$ cat src/hw/rtl/rsi_pkg.sv
// ----------------------------------------------------------------------------
// rsi_pkg
// Shared types, constants and the digit decoder of the radix numeral parser.
// ----------------------------------------------------------------------------
package rsi_pkg;

    localparam int VALUE_WIDTH = 64;
    localparam int OUT_WIDTH   = 64;
    localparam int RADIX_WIDTH = 6;
    localparam int CHAR_WIDTH  = 8;
    localparam int PROD_WIDTH  = VALUE_WIDTH + RADIX_WIDTH;

    localparam logic [1:0] ST_OK  = 2'd0;
    localparam logic [1:0] ST_BAD = 2'd1;
    localparam logic [1:0] ST_OVF = 2'd2;

    localparam logic [RADIX_WIDTH-1:0] RADIX_RESET = RADIX_WIDTH'(10);
    localparam logic [RADIX_WIDTH-1:0] RADIX_MIN   = RADIX_WIDTH'(2);
    localparam logic [RADIX_WIDTH-1:0] RADIX_MAX   = RADIX_WIDTH'(36);
    localparam logic [RADIX_WIDTH-1:0] NO_DIGIT    = RADIX_WIDTH'(36);

    localparam logic [CHAR_WIDTH-1:0] CH_MINUS = 8'h2D;
    localparam logic [CHAR_WIDTH-1:0] CH_ZERO  = 8'h30;
    localparam logic [CHAR_WIDTH-1:0] CH_NINE  = 8'h39;
    localparam logic [CHAR_WIDTH-1:0] CH_LO_A  = 8'h61;
    localparam logic [CHAR_WIDTH-1:0] CH_LO_Z  = 8'h7A;
    localparam logic [CHAR_WIDTH-1:0] CH_UP_A  = 8'h41;
    localparam logic [CHAR_WIDTH-1:0] CH_UP_Z  = 8'h5A;

    typedef logic [VALUE_WIDTH-1:0] t_value;
    typedef logic [PROD_WIDTH-1:0]  t_prod;
    typedef logic [RADIX_WIDTH-1:0] t_digit;

    typedef enum logic [1:0] {
        KIND_DIGIT = 2'd0,
        KIND_MINUS = 2'd1,
        KIND_BAD   = 2'd2
    } t_kind;

    typedef struct packed {
        t_kind  kind;
        t_digit digit;
        t_digit radix;
        logic   last;
    } t_entry;

    function automatic t_digit digit_of(input logic [CHAR_WIDTH-1:0] c);
        logic [CHAR_WIDTH-1:0] d;
        begin
            if (c >= CH_ZERO && c <= CH_NINE) begin
                d = c - CH_ZERO;
            end else if (c >= CH_LO_A && c <= CH_LO_Z) begin
                d = c - CH_LO_A + 8'd10;
            end else if (c >= CH_UP_A && c <= CH_UP_Z) begin
                d = c - CH_UP_A + 8'd10;
            end else begin
                d = CHAR_WIDTH'(NO_DIGIT);
            end
            return d[RADIX_WIDTH-1:0];
        end
    endfunction

endpackage

$ cat src/hw/rtl/rsi_front.sv
// ----------------------------------------------------------------------------
// rsi_front
// Accepts characters, tracks the numeral start and classifies each beat.
// ----------------------------------------------------------------------------
module rsi_front (
    input  logic                            i_clk,
    input  logic                            i_rst_n,
    input  logic                            i_in_valid,
    output logic                            o_in_stall,
    input  logic [rsi_pkg::CHAR_WIDTH-1:0]  i_char_code,
    input  logic                            i_end_of_text,
    input  logic [rsi_pkg::RADIX_WIDTH-1:0] i_radix,
    input  logic                            i_q_full,
    output logic                            o_push,
    output rsi_pkg::t_entry                 o_entry
);
    import rsi_pkg::*;

    logic   r_at_start;
    logic   n_at_start;
    logic   accept;
    t_digit dig;
    logic   radix_ok;

    assign o_in_stall = i_q_full;
    assign accept     = i_in_valid && !i_q_full;
    assign o_push     = accept;

    assign dig      = digit_of(i_char_code);
    assign radix_ok = (i_radix >= RADIX_MIN) && (i_radix <= RADIX_MAX);

    always_comb begin
        o_entry.digit = dig;
        o_entry.radix = i_radix;
        o_entry.last  = i_end_of_text;
        if (r_at_start && i_char_code < CH_ZERO) begin
            o_entry.kind = (i_char_code == CH_MINUS) ? KIND_MINUS : KIND_BAD;
        end else if (!radix_ok || dig >= i_radix) begin
            o_entry.kind = KIND_BAD;
        end else begin
            o_entry.kind = KIND_DIGIT;
        end
    end

    always_comb begin
        n_at_start = r_at_start;
        if (accept) begin
            n_at_start = i_end_of_text;
        end
    end

    always_ff @(posedge i_clk) begin
        if (!i_rst_n) begin
            r_at_start <= 1'b1;
        end else begin
            r_at_start <= n_at_start;
        end
    end

endmodule

$ cat src/hw/rtl/rsi_queue.sv
// ----------------------------------------------------------------------------
// rsi_queue
// Two-entry queue of classified beats between front and back.
// ----------------------------------------------------------------------------
module rsi_queue (
    input  logic            i_clk,
    input  logic            i_rst_n,
    input  logic            i_push,
    input  rsi_pkg::t_entry i_entry,
    output logic            o_full,
    input  logic            i_pop,
    output logic            o_avail,
    output rsi_pkg::t_entry o_entry
);
    import rsi_pkg::*;

    t_entry     r_mem [2];
    logic       r_wptr;
    logic       r_rptr;
    logic [1:0] r_count;
    logic       n_wptr;
    logic       n_rptr;
    logic [1:0] n_count;
    logic       do_push;
    logic       do_pop;

    assign o_full  = (r_count == 2'd2);
    assign o_avail = (r_count != 2'd0);
    assign o_entry = r_mem[r_rptr];
    assign do_push = i_push && !o_full;
    assign do_pop  = i_pop && o_avail;

    always_comb begin
        n_wptr  = r_wptr ^ do_push;
        n_rptr  = r_rptr ^ do_pop;
        n_count = r_count + 2'(do_push) - 2'(do_pop);
    end

    always_ff @(posedge i_clk) begin
        if (!i_rst_n) begin
            r_wptr  <= 1'b0;
            r_rptr  <= 1'b0;
            r_count <= 2'd0;
        end else begin
            r_wptr  <= n_wptr;
            r_rptr  <= n_rptr;
            r_count <= n_count;
        end
    end

    always_ff @(posedge i_clk) begin
        if (do_push) begin
            r_mem[r_wptr] <= i_entry;
        end
    end

endmodule

$ cat src/hw/rtl/rsi_back.sv
// ----------------------------------------------------------------------------
// rsi_back
// Accumulates digits with overflow check and emits one result per numeral.
// ----------------------------------------------------------------------------
module rsi_back (
    input  logic                          i_clk,
    input  logic                          i_rst_n,
    input  logic                          i_avail,
    input  rsi_pkg::t_entry               i_entry,
    output logic                          o_pop,
    output logic                          o_out_valid,
    input  logic                          i_out_stall,
    output logic [rsi_pkg::OUT_WIDTH-1:0] o_parsed_value,
    output logic [1:0]                    o_status
);
    import rsi_pkg::*;

    typedef enum logic [2:0] {
        S_IDLE = 3'b001,
        S_ADD  = 3'b010,
        S_FIN  = 3'b100
    } t_state;

    t_state r_state, n_state;
    t_value r_acc, n_acc;
    logic   r_neg, n_neg;
    logic   r_sign_only, n_sign_only;
    logic   [1:0] r_err, n_err;
    t_prod  r_prod, n_prod;
    t_digit r_digit, n_digit;
    logic   r_last, n_last;
    logic   r_ov, n_ov;
    logic   [OUT_WIDTH-1:0] r_val, n_val;
    logic   [1:0] r_st, n_st;

    logic   slot_free;
    t_prod  sum;
    t_prod  lim;
    logic   [1:0] fin_st;
    t_value mag;

    assign slot_free      = !r_ov || !i_out_stall;
    assign o_out_valid    = r_ov;
    assign o_parsed_value = r_val;
    assign o_status       = r_st;

    assign sum = r_prod + PROD_WIDTH'(r_digit);
    assign lim = (t_prod'(1) << (VALUE_WIDTH - 1)) - PROD_WIDTH'(!r_neg);
    assign fin_st = (r_err == ST_OK && r_sign_only) ? ST_BAD : r_err;
    assign mag = r_neg ? (~r_acc + t_value'(1)) : r_acc;

    always_comb begin
        n_state     = r_state;
        n_acc       = r_acc;
        n_neg       = r_neg;
        n_sign_only = r_sign_only;
        n_err       = r_err;
        n_prod      = r_prod;
        n_digit     = r_digit;
        n_last      = r_last;
        n_ov        = r_ov && i_out_stall;
        n_val       = r_val;
        n_st        = r_st;
        o_pop       = 1'b0;
        unique case (r_state)
            S_IDLE: begin
                if (i_avail) begin
                    o_pop = 1'b1;
                    if (r_err == ST_OK && i_entry.kind == KIND_DIGIT) begin
                        n_prod  = t_prod'(r_acc) * t_prod'(i_entry.radix);
                        n_digit = i_entry.digit;
                        n_last  = i_entry.last;
                        n_state = S_ADD;
                    end else begin
                        if (r_err == ST_OK) begin
                            if (i_entry.kind == KIND_MINUS) begin
                                n_neg       = 1'b1;
                                n_sign_only = 1'b1;
                            end else begin
                                n_err = ST_BAD;
                            end
                        end
                        if (i_entry.last) begin
                            n_state = S_FIN;
                        end
                    end
                end
            end
            S_ADD: begin
                if (sum > lim) begin
                    n_err = ST_OVF;
                end else begin
                    n_acc       = sum[VALUE_WIDTH-1:0];
                    n_sign_only = 1'b0;
                end
                n_state = r_last ? S_FIN : S_IDLE;
            end
            S_FIN: begin
                if (slot_free) begin
                    n_ov        = 1'b1;
                    n_st        = fin_st;
                    n_val       = (fin_st == ST_OK) ? OUT_WIDTH'($signed(mag)) : '0;
                    n_acc       = '0;
                    n_neg       = 1'b0;
                    n_sign_only = 1'b0;
                    n_err       = ST_OK;
                    n_state     = S_IDLE;
                end
            end
            default: begin
                n_state = S_IDLE;
            end
        endcase
    end

    always_ff @(posedge i_clk) begin
        if (!i_rst_n) begin
            r_state     <= S_IDLE;
            r_acc       <= '0;
            r_neg       <= 1'b0;
            r_sign_only <= 1'b0;
            r_err       <= ST_OK;
            r_ov        <= 1'b0;
        end else begin
            r_state     <= n_state;
            r_acc       <= n_acc;
            r_neg       <= n_neg;
            r_sign_only <= n_sign_only;
            r_err       <= n_err;
            r_ov        <= n_ov;
        end
    end

    always_ff @(posedge i_clk) begin
        r_prod  <= n_prod;
        r_digit <= n_digit;
        r_last  <= n_last;
        r_val   <= n_val;
        r_st    <= n_st;
    end

endmodule

$ cat src/hw/rtl/radix_string_to_int64.sv
// ----------------------------------------------------------------------------
// radix_string_to_int64
// Parses a stream of numeral characters into a signed 64-bit value with
// status, one result per numeral.
// ----------------------------------------------------------------------------
//  channel  | direction | handshake                 | beat
//  input    | in        | i_in_valid / o_in_stall   | i_char_code, i_end_of_text
//  output   | out       | o_out_valid / i_out_stall | o_parsed_value, o_status
//  config   | in        | i_cfg_valid / o_cfg_ready | i_cfg_radix
//
//  a digit beat runs in the back end as a registered multiply of the
//  accumulator by the radix, then the add of the digit and the limit compare
//  sign, bad and ignored beats are handled in the idle state alone; the last
//  beat adds a pass through the finish state to load the output register
//  a two-entry queue lets the front keep taking beats while the back works
//  synchronous active-low reset; radix resets to 10, no clearing pass
// ----------------------------------------------------------------------------
module radix_string_to_int64 (
    input  logic                            i_clk,
    input  logic                            i_rst_n,
    input  logic                            i_in_valid,
    output logic                            o_in_stall,
    input  logic [rsi_pkg::CHAR_WIDTH-1:0]  i_char_code,
    input  logic                            i_end_of_text,
    output logic                            o_out_valid,
    input  logic                            i_out_stall,
    output logic [rsi_pkg::OUT_WIDTH-1:0]   o_parsed_value,
    output logic [1:0]                      o_status,
    input  logic                            i_cfg_valid,
    output logic                            o_cfg_ready,
    input  logic [rsi_pkg::RADIX_WIDTH-1:0] i_cfg_radix
);
    import rsi_pkg::*;

    t_digit r_radix;
    t_entry front_entry;
    t_entry queue_entry;
    logic   push;
    logic   q_full;
    logic   q_avail;
    logic   pop;

    assign o_cfg_ready = 1'b1;

    always_ff @(posedge i_clk) begin
        if (!i_rst_n) begin
            r_radix <= RADIX_RESET;
        end else if (i_cfg_valid) begin
            r_radix <= i_cfg_radix;
        end
    end

    rsi_front u_front (
        .i_clk         (i_clk),
        .i_rst_n       (i_rst_n),
        .i_in_valid    (i_in_valid),
        .o_in_stall    (o_in_stall),
        .i_char_code   (i_char_code),
        .i_end_of_text (i_end_of_text),
        .i_radix       (r_radix),
        .i_q_full      (q_full),
        .o_push        (push),
        .o_entry       (front_entry)
    );

    rsi_queue u_queue (
        .i_clk   (i_clk),
        .i_rst_n (i_rst_n),
        .i_push  (push),
        .i_entry (front_entry),
        .o_full  (q_full),
        .i_pop   (pop),
        .o_avail (q_avail),
        .o_entry (queue_entry)
    );

    rsi_back u_back (
        .i_clk          (i_clk),
        .i_rst_n        (i_rst_n),
        .i_avail        (q_avail),
        .i_entry        (queue_entry),
        .o_pop          (pop),
        .o_out_valid    (o_out_valid),
        .i_out_stall    (i_out_stall),
        .o_parsed_value (o_parsed_value),
        .o_status       (o_status)
    );

endmodule

$ cat config.mk
export PLATFORM = sky130hd
export DESIGN_NAME = radix_string_to_int64
export DESIGN_NICKNAME = d
export VERILOG_FILES = /design/src/hw/rtl/rsi_pkg.sv /design/src/hw/rtl/rsi_front.sv /design/src/hw/rtl/rsi_queue.sv /design/src/hw/rtl/rsi_back.sv /design/src/hw/rtl/radix_string_to_int64.sv
export SDC_FILE = /design/constraint.sdc
export NUM_CORES = 1
export LEC_CHECK = 0
export BUFFER_PORTS_ARGS = -buffer_cell sky130_fd_sc_hd__buf_4
export CAP_MARGIN = 40
export CORE_ASPECT_RATIO = 1.25
export CORE_MARGIN = 2
export CORE_UTILIZATION = 55
export CTS_BUF_LIST = sky130_fd_sc_hd__clkbuf_4
export DETAILED_ROUTE_END_ITERATION = 7
export GPL_TIMING_DRIVEN = 0
export HOLD_SLACK_MARGIN = 0.03
export PLACE_DENSITY = 0.75
export SYNTH_ARGS = -nofsm -noshare
export SYNTH_HDL_FRONTEND = slang
export SYNTH_SLANG_ARGS = --single-unit
export TNS_END_PERCENT = 5
$ cat constraint.sdc
create_clock -name i_clk -period 6.1 [get_ports i_clk]
set_input_delay 0.61 -clock i_clk [delete_from_list [all_inputs] [get_ports i_clk]]
set_output_delay 0.61 -clock i_clk [all_outputs]
set_load 0.01 [all_outputs]
---- Yosys cells after proc, flatten, opt, wreduce, memory -nomap -nowiden ----
Memory sizes are Yosys's and may differ from the RTL's. A register that Yosys moved wholly into a read port is not among the register bits.
Index checks and enable logic that the tools add are counted.
operators by class
  add/subtract/negate cells ............... 10
  $mul .................................... 1
  $lt $le $gt $ge ......................... 11
  equal/unequal tests ..................... 15
  multiplexer cells ....................... 39
  bitwise logic cells ..................... 3
  reductions and logical operators ........ 32
operator list
  cell                     number
  $mux W64                 3
  $pmux W64 S2             1
  $add A70 B6 Y70          1
  $gt A70 B70 Y1           1
  $mul A64 B6 Y70          1
  $sub A64 B1 Y65 const A  1
  $add A64 B1 Y64 const B  1
  $not A64 Y64             1
  $mux W2                  10
  $mux W6                  3
  $ge A8 B7 Y1 const B     2
  $le A8 B7 Y1 const B     2
  $mux W3                  5
  $reduce_and A7 Y1        2
  $mux W1                  13
  $add A6 B4 Y6 const B    2
  $sub A6 B6 Y6 const B    2
  $logic_and A1 B1 Y1      11
  $pmux W3 S3              1
  $reduce_and A3 Y1        3
  $eq A8 B6 Y1 const B     1
  $ge A8 B6 Y1 const B     1
  $le A8 B6 Y1 const B     1
  $lt A8 B6 Y1 const B     1
  25 further kinds         41
storage, ports and cells
  bits in registers ....................... 226
  memory bits (writable) .................. 30
  input bits .............................. 20
  output and inout bits ................... 69
  logic and storage cells ................. 128
  memories ................................ 1
memories
  name           depth  bits a word  rd ports  clocked after memory_dff  write ports  RTL line         source
  u_queue.r_mem  2      15           1         1                         1            rsi_queue.sv:17  t_entry r_mem [2];

---- Depth between registers and ports, before layout ----
  word-level depth ........................ 9
  mapped depth ............................ 22
  gate-level depth less buffers ........... 20

---- Hierarchy ----
From an unflattened synthesis, not the netlist that was laid out.
unflattened totals
  cell total of the unflattened synthesis .. 2,702
  area total of the unflattened synthesis .. 25,086.6 um2
modules (own cells, without submodules)
  module                 times used  cells an instance  area each (um2)  sequential area each (um2)
  rsi_back               1           2,509              22,691.8         5,735.5
  rsi_queue              1           72                 1,401.3          1,001.0
  rsi_front              1           100                758.2            20.0
  radix_string_to_int64  1           21                 235.2            120.1

---- Least setup slack after synthesis ----
Ideal clock, no wire load.
  path kind ............................... reg-to-reg
  start point ............................. register (tool-made name)
  end point ............................... register u_back.r_prod[62], data pin
  setup time .............................. 0.266 ns
  data arrival time ....................... 5.964 ns
  required time ........................... 5.834 ns
  setup slack ............................. -0.130 ns
  stages on the path, launching flop included .. 22
  buffers on the path ..................... 4
  period minus slack after synthesis ...... 6.230 ns
  path through ............................ dfxtp_1 -> clkbuf_1 -> buf_1 -> mux2_2 -> clkbuf_1 -> and2_1 -> fa_1 -> inv_1 -> fa_1 -> fa_1 -> inv_1 -> ha_1 -> clkbuf_1 -> a211oi_1 -> nor2_1 -> or4b_2 -> a31oi_1 -> o31a_1 -> o211ai_1 -> a211oi_1 -> o21ai_0 -> xor2_1
RTL lines
  element               RTL line         source
  end signal, assigned  rsi_back.sv:135  r_prod <= n_prod;
  end, declared         rsi_back.sv:29   t_prod r_prod, n_prod;

==> metrics.csv <==
stage,metric,value,unit
outcome,run_status,finished clean,
sta,slew_viol_final,0,
worst_hold_path,hold_class,primary input to flip-flop,
die,dieArea,48900,um2
yosys,avgSynthCellArea,9.16,um2
final_layout,mostFrequentLayoutCell,nand2_1,
die,coreArea,46400,um2
critical_path,worst-setup-path-type,flip-flop to flip-flop,
power,power.total,0.00643,W
yosys,ys_types,74,
place,placed_area,27700,um2
power,vdd_ir_drop_max,0.221,mV
yosys,synth_cells,2831,
sta,worst_hold_slack,123,ps
cts,clockRootBuffer,clkbuf_4,
global_routing,grt_pass1_wl,121000,um
sta,final_hold_viol_count,0,
routing,drc,0,
cts,cts_made_buffers,71,
final_layout,multi_input_area,17600,um2
cts,cts_tree,yes,
routing,first_pass_iters,6,
critical_path,critical_path.max_fanout,10,
yosys,async_flop_share,0,%
cts,cts.reportedPaths.clkPinSlew,60,ps
die,die_w,198,um
sta,finalCritPeriodShare,99.2,%
die,start_util,55.9,%
routing,wl,77000,um
global_routing,use_met1,38.5,%
critical_path,critPathSlowestCell,fa_1,
cts,cts.sinks,257,
place,place_congestion,0.971,
global_routing,grt_pass1_vias,22700,
run,max-cap-violations,0,
power,power.density,220,nW/um2
yosys,synthesis.area,25900,um2
global_routing,grt.busiest_layer,met2,
sta,period_needed,6050,ps
critical_path,crit_top_cell,fa_1,
sta,maxSlewHeadroom,36.0,%
global_routing,grtUsageMet3,5.61,%
yosys,synth_top_flop_cell,edfxtp_1,
final_layout,syn2layout_area_growth,12.6,%
die,die_h,247,um
critical_path,crit_path_start_kind,flip-flop,
final_layout,fin_nets,3459,
yosys,synth-edff-count,173,
die,io_pins,89,
routing,wire_per_inst,20.7,um
cts,clkLatencyLatePin,820,ps
critical_path,critPathBufInv,5,
global_routing,antenna_found_initial,2,
final_layout,drive_gt1_share,12.1,%
power,p_leak,13.7,nW
routing,drtIter0Drc,1744,
sta,fmax,0.165,GHz
sta,fin_skew,66.7,ps
final_layout,stdcell_area,29200,um2
critical_path,worstPathArrival,6610,ps
yosys,syn_nets,3269,
critical_path,path_delay_family,compound AO/OA/AOI/OAI gates,
routing,final_antenna_net_count,0,
place,hpwl,59600,um
global_routing,track_usage,32.5,%
final_layout,regArea,6880,um2
yosys,ys_seq_elements,257,
final_layout,layout_common_cells,"nand2_1, inv_1, fa_1",
global_routing,grt_use_met2,54.9,%
final_layout,fillers,3933,
sta,setup_viol,0,
critical_path,cpPeakStageDelay,550,ps
place,pre_cts_slack,-1970,ps
yosys,seq_area_frac_synth,26.5,%
die,rows,88,
routing,via_per_inst,5.89,
routing,vias,21900,
sta,setup_slack,50.9,ps
global_routing,grt_max_degree,44,
cts,cts_max_level,3,
cts,clk_path_buf_depth,3,
place,io_buffers,85,
yosys,synth_warnings,0,
critical_path,end_kind,flip-flop,
sta,rsz0062_at_grt,true,
global_routing,overflow,0,
critical_path,required,6660,ps
sta,tightest_slew,952,ps
critical_path,path_cells,buf_8 -> mux2_4 -> clkbuf_8 -> and2_1 -> fa_1 -> fa_1 -> inv_1 -> fa_1 -> inv_1 -> ha_1 -> a21o_1 -> a21oi_1 -> a211oi_4 -> o31ai_4 -> o21ai_1 -> buf_2 -> o31ai_4 -> o21ai_2 -> a311oi_2 -> xnor2_1,
[cell usage after synthesis (all sizes together) (25+ instances only)]
| cell | number | area share [%] |
|---|---|---|
| a21o | 109 | 3.2 |
| nand2 | 358 | 5.2 |
| a21oi | 110 | 2.1 |
| inv | 304 | 4.4 |
| nand3 | 35 | 0.72 |
| o21ai | 80 | 1.5 |
| o31ai | 30 | 0.91 |
| xnor2 | 78 | 2.6 |
| buf | 35 | 0.57 |
| clkbuf | 132 | 1.9 |
| edfxtp | 173 | 20 |
| mux2i | 25 | 0.97 |
| fa | 250 | 19 |
| and2 | 199 | 4.8 |
| and3 | 70 | 1.7 |
| ha | 168 | 8.1 |
| xor2 | 111 | 3.7 |
| nor2 | 153 | 2.2 |
| nor3 | 28 | 0.58 |
| nand4 | 53 | 1.3 |
| dfxtp | 84 | 6.5 |
[layout make-up]
type	instances	share of cell area (%)
repair buffers	128	3.85
multi-input cells	2103	60.4
inverters	304	3.91
flip-flops and latches	257	23.6
plain buffers	156	2.39
clock buffers	105	2.70
clock inverters	27	0.476
well taps	630	2.70
diodes	1	0.00857
[cell families (layout without fill, tap and decap cells)]
family          count (synthesis)  count (layout)  synth area share [%]
xor+xnor                      189             189                  6.38
other cells                     1               2                0.0145
fa+ha+maj                     418             418                  27.4
simple gates                 1000            1000                  19.4
mux                            38              38                  1.53
flops                         257             257                  26.5
buf+inv                       471             720                  6.89
compound gates                457             457                  11.8
[worst paths after layout]
check,depth (start not counted),end,slack [ps],startpoint
max reg2reg,20,u_back.r_prod[69]$_DFFE_PP_,50,flip-flop
max,20,u_back.r_prod[69]$_DFFE_PP_,50,flip-flop
min,3,u_back.o_out_valid$_SDFF_PN0_,120,i_out_stall
min reg2reg,2,u_back.r_sign_only$_SDFFE_PN0P_,510,u_back.r_sign_only$_SDFFE_PN0P_
[through the flow]
step           std cells  utilization [%]  TNS, ps
4_1_cts             3708             62.6        0
6_report            3711             63.0        0
3_5_place_dp        3567             59.7   -47940
5_1_grt             3711             63.0     -422
3_3_place_gp        3546             59.0  -207690
2_1_floorplan       2831                -        0
[registers in the layout (all words and copies together) (netlist names), named ones only]
signal	flops
r_radix	6
u_back.o_out_valid	1
u_back.o_parsed_value	64
u_back.o_status	2
u_back.r_acc	64
u_back.r_digit	6
u_back.r_err	2
u_back.r_last	1
u_back.r_neg	1
u_back.r_prod	70
u_back.r_sign_only	1
u_back.r_state	3
u_front.r_at_start	1
u_queue.r_count	2
u_queue.r_mem	30
u_queue.r_rptr	1
u_queue.r_wptr	1
[routing by layer]
layer  wire length (um)  share of wire [%]
met5                  0                  0
met2              37000                 48
met3               5520                7.2
met1              29500                 38
met4               4950                6.4
[worst reg2reg max path: stages, from the launching register on]
cell and delay [ps]:
dfxtp_4 420, buf_8 170, mux2_4 430, clkbuf_8 250, and2_1 200, fa_1 510
fa_1 550, inv_1 60, fa_1 540, inv_1 50, ha_1 360, a21o_1 220
a21oi_1 310, a211oi_4 150, o31ai_4 420, o21ai_1 140, buf_2 200, o31ai_4 340
o21ai_2 140, a311oi_2 270, xnor2_1 90
[what timing repair did]
item / in CTS / in global routing
gates resized for setup: 83 / 54
buffers inserted: 11 / 4
setup endpoints to repair: 80 / 75
pin swaps: 14 / 16
hold buffers: 7 / 0
hold endpoints to repair: 9 / 0
[report_power, final]
group | internal, W | leakage [nW] | switching, W
logic | 0.000863 | 10.9 | 0.00172
registers | 0.00208 | 2.26 | 0.000132
clock network | 0.000806 | 0.553 | 0.000823
total | 0.00375 | 13.7 | 0.00268
Note: power is estimated with default switching activity, not from simulation.
